$ cat src/hdl/ac_pkg.sv
// ---------------------------------------------------------------------------
// ac_pkg: shared types and constants of the Aho-Corasick byte matcher
// Request codes, store entry layouts and the queue entry between front and
// back end.
// ---------------------------------------------------------------------------
`default_nettype none
package ac_pkg;

  localparam int unsigned NODE_W = 46;
  localparam int unsigned EDGE_W = 21;

  // request codes
  localparam logic [1:0] REQ_NODE    = 2'd0;
  localparam logic [1:0] REQ_EDGE    = 2'd1;
  localparam logic [1:0] REQ_MATCH   = 2'd2;
  localparam logic [1:0] REQ_IGNORED = 2'd3;  // unused code, dropped on intake

  typedef struct packed {
    logic [12:0] fail;
    logic        has_pat;
    logic [9:0]  pat;
    logic [12:0] estart;
    logic [8:0]  etotal;
  } node_ent_t;

  typedef struct packed {
    logic [7:0]  label;
    logic [12:0] dest;
  } edge_ent_t;

  // one queued request; index and label are shared between request kinds
  typedef struct packed {
    logic [1:0]  kind;
    logic [12:0] index;
    node_ent_t   node;
    logic [7:0]  label;
    logic [12:0] dest;
    logic        last;
  } q_ent_t;

  // ASCII A-Z to lowercase
  function automatic logic [7:0] to_lower(input logic [7:0] b);
    logic [7:0] r;
    r = b;
    if (b >= 8'h41 && b <= 8'h5A) r = b + 8'h20;
    return r;
  endfunction

endpackage
`default_nettype wire

$ cat src/hdl/ac_front.sv
// ---------------------------------------------------------------------------
// ac_front: request intake and queue
// Accepts requests, drops unused codes, lowercases text bytes and holds them
// in a two-entry queue for the back end.
// ---------------------------------------------------------------------------
`default_nettype none
module ac_front
  import ac_pkg::*;
(
  input  wire logic        clk,
  input  wire logic        rst_n,
  input  wire logic        start,
  output logic             busy,
  input  wire logic [1:0]  in_req_type,
  input  wire logic [12:0] in_node_index,
  input  wire logic [12:0] in_fail_target,
  input  wire logic        in_node_has_pattern,
  input  wire logic [9:0]  in_node_pattern,
  input  wire logic [12:0] in_edge_start,
  input  wire logic [8:0]  in_edge_total,
  input  wire logic [12:0] in_edge_slot,
  input  wire logic [7:0]  in_edge_label,
  input  wire logic [12:0] in_edge_dest,
  input  wire logic [7:0]  in_text_byte,
  input  wire logic        in_text_last,
  output logic             q_valid,
  output q_ent_t           q_head,
  input  wire logic        q_pop
);

  q_ent_t     slot_r [2];
  logic [1:0] cnt_r, cnt_nxt;
  logic       wp_r, rp_r;
  logic       acc, push;
  q_ent_t     ent;

  assign busy    = (cnt_r == 2'd2);
  assign acc     = start && !busy;
  assign push    = acc && (in_req_type != REQ_IGNORED);
  assign q_valid = (cnt_r != 2'd0);
  assign q_head  = slot_r[rp_r];

  // classify and pack the transfer
  always_comb begin
    ent.kind        = in_req_type;
    ent.index       = (in_req_type == REQ_EDGE) ? in_edge_slot : in_node_index;
    ent.node.fail   = in_fail_target;
    ent.node.has_pat = in_node_has_pattern;
    ent.node.pat    = in_node_pattern;
    ent.node.estart = in_edge_start;
    ent.node.etotal = in_edge_total;
    ent.label       = (in_req_type == REQ_MATCH) ? to_lower(in_text_byte) : in_edge_label;
    ent.dest        = in_edge_dest;
    ent.last        = in_text_last;
  end

  always_comb begin
    cnt_nxt = cnt_r;
    if (push && !q_pop) cnt_nxt = cnt_r + 2'd1;
    else if (!push && q_pop) cnt_nxt = cnt_r - 2'd1;
  end

  always_ff @(posedge clk) begin
    if (!rst_n) begin
      cnt_r <= 2'd0;
      wp_r  <= 1'b0;
      rp_r  <= 1'b0;
    end else begin
      cnt_r <= cnt_nxt;
      if (push)  wp_r <= ~wp_r;
      if (q_pop) rp_r <= ~rp_r;
    end
  end

  always_ff @(posedge clk) begin
    if (push) slot_r[wp_r] <= ent;
  end

endmodule
`default_nettype wire

$ cat config.mk
export PLATFORM = sky130hd
export DESIGN_NAME = ac_front
export DESIGN_NICKNAME = d
export VERILOG_FILES = /design/src/hdl/ac_pkg.sv /design/src/hdl/ac_front.sv
export SDC_FILE = /design/constraint.sdc
export NUM_CORES = 1
export LEC_CHECK = 0
export BUFFER_PORTS_ARGS = -buffer_cell sky130_fd_sc_hd__buf_2
export CAP_MARGIN = 10
export CORE_UTILIZATION = 50
export DETAILED_ROUTE_END_ITERATION = 6
export PLACE_DENSITY = 0.89
export SYNTH_ARGS = -nofsm -noshare
export SYNTH_HDL_FRONTEND = slang
export SYNTH_SLANG_ARGS = --single-unit
$ cat constraint.sdc
create_clock -name clk -period 7.23 [get_ports clk]
set_input_delay 0.3615 -clock clk [delete_from_list [all_inputs] [get_ports clk]]
set_output_delay 0.3615 -clock clk [all_outputs]
set_load 0.03 [all_outputs]
# Word level (Yosys, flattened, before mapping)
# Memory sizes are Yosys's and may differ from the RTL's. A register that Yosys moved wholly into a read port is not among the register bits.
# Cells that the tools add are included.
[classes]
add_sub_neg = 3
order_cmp = 2
n_eq_ne = 4
mux = 9
bitwise_logic = 2
reduce_logical = 10
[op_table]
columns = ["op", "count"]
rows = [
  ["8-bit two-way mux", 2],
  ["13-bit two-way mux", 1],
  ["8-bit by 6-bit adder with 8-bit output, second input constant", 1],
  ["8-bit by 7-bit >= comparator with 1-bit output, second input constant", 1],
  ["8-bit by 7-bit <= comparator with 1-bit output, second input constant", 1],
  ["1-bit logical AND", 5],
  ["2-bit equality test, second input constant", 2],
  ["1-bit two-way mux", 4],
  ["2-bit two-way mux", 2],
  ["2-bit nonzero test", 2],
  ["1-bit logical NOT", 3],
  ["2-bit by 1-bit adder with 2-bit output, second input constant", 1],
  ["2-bit by 1-bit equality test with 1-bit output, second input constant", 1],
  ["2-bit != test, second input constant", 1],
  ["1-bit NOT", 2],
  ["2-bit by 1-bit subtractor with 2-bit output, second input constant", 1],
]
[totals]
regBits = 4
ram_bits = 166
input_bits = 108
word_cells = 34
mem_count = 1
[memory_table]
columns = ["memory", "words", "width", "read_ports", "rd_ports_with_merged_regs", "wr", "line", "source"]
rows = [
  ["slot_r", 2, 83, 1, 1, 1, "ac_front.sv:31", "q_ent_t slot_r [2];"],
]

# Logic depth before layout (Yosys ltp)
[depth]
ltp_word = 8
mapped_depth = 6
depth_no_buf = 6

# Worst setup path after synthesis
# Ideal clock, no wire load.
[synth_timing]
kind = "reg2reg"
startpoint = "reg cnt_r[0]"
endpoint = "mem slot_r[1][0] (netlist bit) (enable)"
setup_ns = 0.451
arrival_ns = 2.632
slack_ns = 4.147
path_stages_with_launch = 4
n_path_buf = 0
synth_period_minus_slack_ns = 3.083
cell_sequence = "dfxtp_1 > nand2b_1 > and3_1 > and2_1"
[synth_via]
elab_chain_len = 6
[synth_lines]
columns = ["item", "line", "source"]
rows = [
  ["start: declaration", "ac_front.sv:32", "logic [1:0] cnt_r, cnt_nxt;"],
  ["start signal: assignment", "ac_front.sv:69", "cnt_r <= cnt_nxt;"],
  ["2-bit equality test", "ac_front.sv:37", "assign busy = (cnt_r == 2'd2);"],
  ["1-bit logical NOT", "ac_front.sv:38", "assign acc = start && !busy;"],
  ["1-bit logical AND", "ac_front.sv:38", ""],
  ["1-bit logical AND", "ac_front.sv:39", "assign push = acc && (in_req_type != REQ_IGNORED);"],
  ["1-bit two-way mux", "ac_front.sv:76", "if (push) slot_r[wp_r] <= ent;"],
  ["1-bit two-way mux (not written as such)", "ac_front.sv:76", ""],
  ["end: declaration", "ac_front.sv:31", ""],
]
# Every way passes these cells.

==> impl_metrics.json <==
{
  "drv_slew": 0,
  "synth_nets": 448,
  "sw_frac_of_total": 0.260,
  "skew_ns": 0.0128,
  "ys_seq_area_frac": 0.771,
  "finalCriticalPeriod_ns": 2.52,
  "reg2reg_to": "slot_r[0][0]",
  "grt_use_met1": 0.196,
  "die_w_um": 117,
  "drc": 0,
  "wl_per_cell_um": 15.8,
  "dp_hpwl_um": 7490,
  "clkLatencyLatePin_ns": 0.41,
  "crit_path_max_fanout": 83,
  "hold_violations": 0,
  "antenna_found_initial": 0,
  "diodes": 0,
  "dieArea_sq_um": 13700,
  "rows": 41,
  "power_density_nw_per_um2": 293,
  "htreeDepth": 4,
  "p_leak_nw": 3.15,
  "fmax_ghz": 0.397,
  "startpoint_type": "register",
  "gr-usage-met3": 0.0525,
  "gp_congestion": 0.775,
  "cts_tree": "yes",
  "synth_warnings": 0,
  "vias_per_cell": 5.02,
  "postCtsHoldBufs": 0,
  "power_frac_comb": 0.158,
  "crit_arrival_ns": 2.15,
  "status": "complete, no violations",
  "pwr-share-seq": 0.503,
  "yosysMostFrequentCell": "edfxtp_1",
  "ys.flop_type": "edfxtp_1",
  "start_util": 0.519,
  "grtUsageTotal": 0.169,
  "gr-total-overflow": 0,
  "core_area_sq_um": 12700,
  "synth_edf_count": 166,
  "reg2reg_slack_ns": 4.88,
  "syn_area_sq_um": 6600,
  "avgSynthCellArea_sq_um": 19.5,
  "portBuffers": 192,
  "synth-async-reset-ratio": 0,
  "power.share.clock": 0.339,
  "synth.largest_area_cell": "edfxtp_1",
  "ant_nets": 0,
  "fin_crit_sh": 0.348,
  "root_buffer": "clkbuf_16",
  "ios": 193,
  "ys_ff_latch": 171,
  "hold-path-cell-count": 1,
  "holdPathEnd": "slot_r[1][64]",
  "yosys-top-cells-area": "edfxtp_1, mux2_2, dfxtp_1",
  "fin_nets": 648,
  "areaGrowthSynthToFinish_pct": 24.8,
  "r2r-start": "cnt_r[0]",
  "postCtsSetupBuffers": 0,
  "cts_made_buffers": 17,
  "crit_type": "register to output port",
  "busiest_layer": "met2",
  "cts-resized-gates": 0,
  "p_int_mw": 1.78,
  "grt_max_degree": 84,
  "endpoint_kind": "output port",
  "drive_gt1_frac": 0.587,
  "dr.pass1.iters": 4,
  "rsz0062_at_grt": "no",
  "grt_pass1_wl_um": 17000,
  "worst_slew_pin_slew_ns": 1.13,
  "vdd_drop_max_mv": 0.174,
  "fin_total_pwr_mw": 2.41,
  "p_sw_mw": 0.625,
  "hold_path.startpoint": "in_fail_target[9]",
  "clk_pin_slew_ns": 0.06,
  "drt_iter0_markers": 259,
  "grt_pass1_vias": 3599,
  "fp.dieH_um": 117,
  "globalRouteMet2Util": 0.291,
  "wirelength_um": 11400,
  "min_path_type": "input port to register",
  "num_vias": 3621,
  "drv_cap": 0,
  "tns_ns": 0,
  "crit_required_ns": 6.87,
  "cts_sinks": 171,
  "worstRegToRegCells": 4,
  "synth.distinct_cells": 31,
  "synthTopCellsByCount": "edfxtp_1, mux2_2, nand2_1",
  "clockBufferDepth": 2,
  "finalSetupViolations": 0,
  "yosys.area.top_type_share": 0.756,
  "syn_inst": 338,
  "relSlewSlack": 0.244
}
==> cell type report <==
class | instances | area, sq um
clock inverters | 13 | 103
multi-input cells | 150 | 1410
flip-flops and latches | 171 | 5090
repair buffers | 193 | 968
inverters | 5 | 20.0
well taps | 172 | 215
clock buffers | 18 | 429
fillers | 913 | 4490
==> worst max-delay path, cell delays in order (launching register included) <==
cell,delay [ns]
dfxtp_4,1.06
mux2_2,0.44
buf_2,0.18
==> registers in the layout (all words and copies together), names as in the netlist, named ones only <==
| name | count |
|---|---|
| cnt_r | 2 |
| rp_r | 1 |
| slot_r | 166 |
| wp_r | 1 |
==> kinds of logic after synthesis <==
logic type / count (synthesis) / synth area share
DFF: 171 / 0.771
muxes: 99 / 0.169
buffers and inverters: 17 / 0.0159
and+or+nand+nor: 33 / 0.0241
AOI/OAI and AO/OA: 13 / 0.0123
adders and majority gates: 2 / 0.00379
xor gates and xnor gates: 3 / 0.00398
==> worst max path at each step <==
stage	startpoint	cells after the start	slack, ns	end
floorplan	cnt_r[0]	3	4.15	slot_r[1][0]
global placement	in_req_type[1]	5	4.94	slot_r[0][81]
detailed placement	in_req_type[1]	5	4.85	slot_r[0][13]
CTS	register	2	4.68	q_head[44]
global route	register	2	4.59	q_head[22]
finish	register	2	4.71	q_head[53]
==> cell usage in the layout, fill, tap and decap left out, types with 2 or more instances in the layout <==
cell type   instances
buf_2             192
edfxtp_1          166
mux2_2             96
nand2_1            17
clkbuf_16          17
nor2_1              5
clkinv_2            5
inv_1               4
dfxtp_1             4
a21oi_1             3
clkinv_1            3
a21o_1              2
o211ai_1            2
nand2b_1            2
mux2i_1             2
o21ai_1             2
o21ai_0             2
xor2_1              2
ha_1                2
clkinvlp_4          2
clkinv_4            2
==> stage by stage <==
step           instances  worst slack (ns)  hold slack [ns]  area, sq um   util
3_5_place_dp         691              4.85            0.513         7700  0.605
6_report             722              4.71            0.137         8230  0.647
5_1_grt              722              4.59            0.114         8230  0.647
2_1_floorplan        338              4.15            0.460         6600      -
4_1_cts              722              4.68            0.118         8230  0.647
3_3_place_gp         691              4.94            0.478         7700  0.605
==> power groups by stage <==
| stage | Combinational, mW | Clock (mW) | Sequential [mW] |
|---|---|---|---|
| after floorplan | 0.282 | 0 | 1.21 |
| after global placement | 0.374 | 0 | 1.23 |
| after detailed placement | 0.382 | 0 | 1.24 |
| after CTS | 0.384 | 0.834 | 1.21 |
| after global routing | 0.405 | 0.871 | 1.22 |
| final | 0.380 | 0.816 | 1.21 |
==> routing by layer <==
| metal | vias to the layer above | wire length (um) |
|---|---|---|
| li1 | 1711 | - |
| met1 | 1767 | 4760 |
| met2 | 126 | 5850 |
| met3 | 17 | 660 |
| met4 | 0 | 163 |
| met5 | - | 0 |
(Power assumes the default switching activity.)
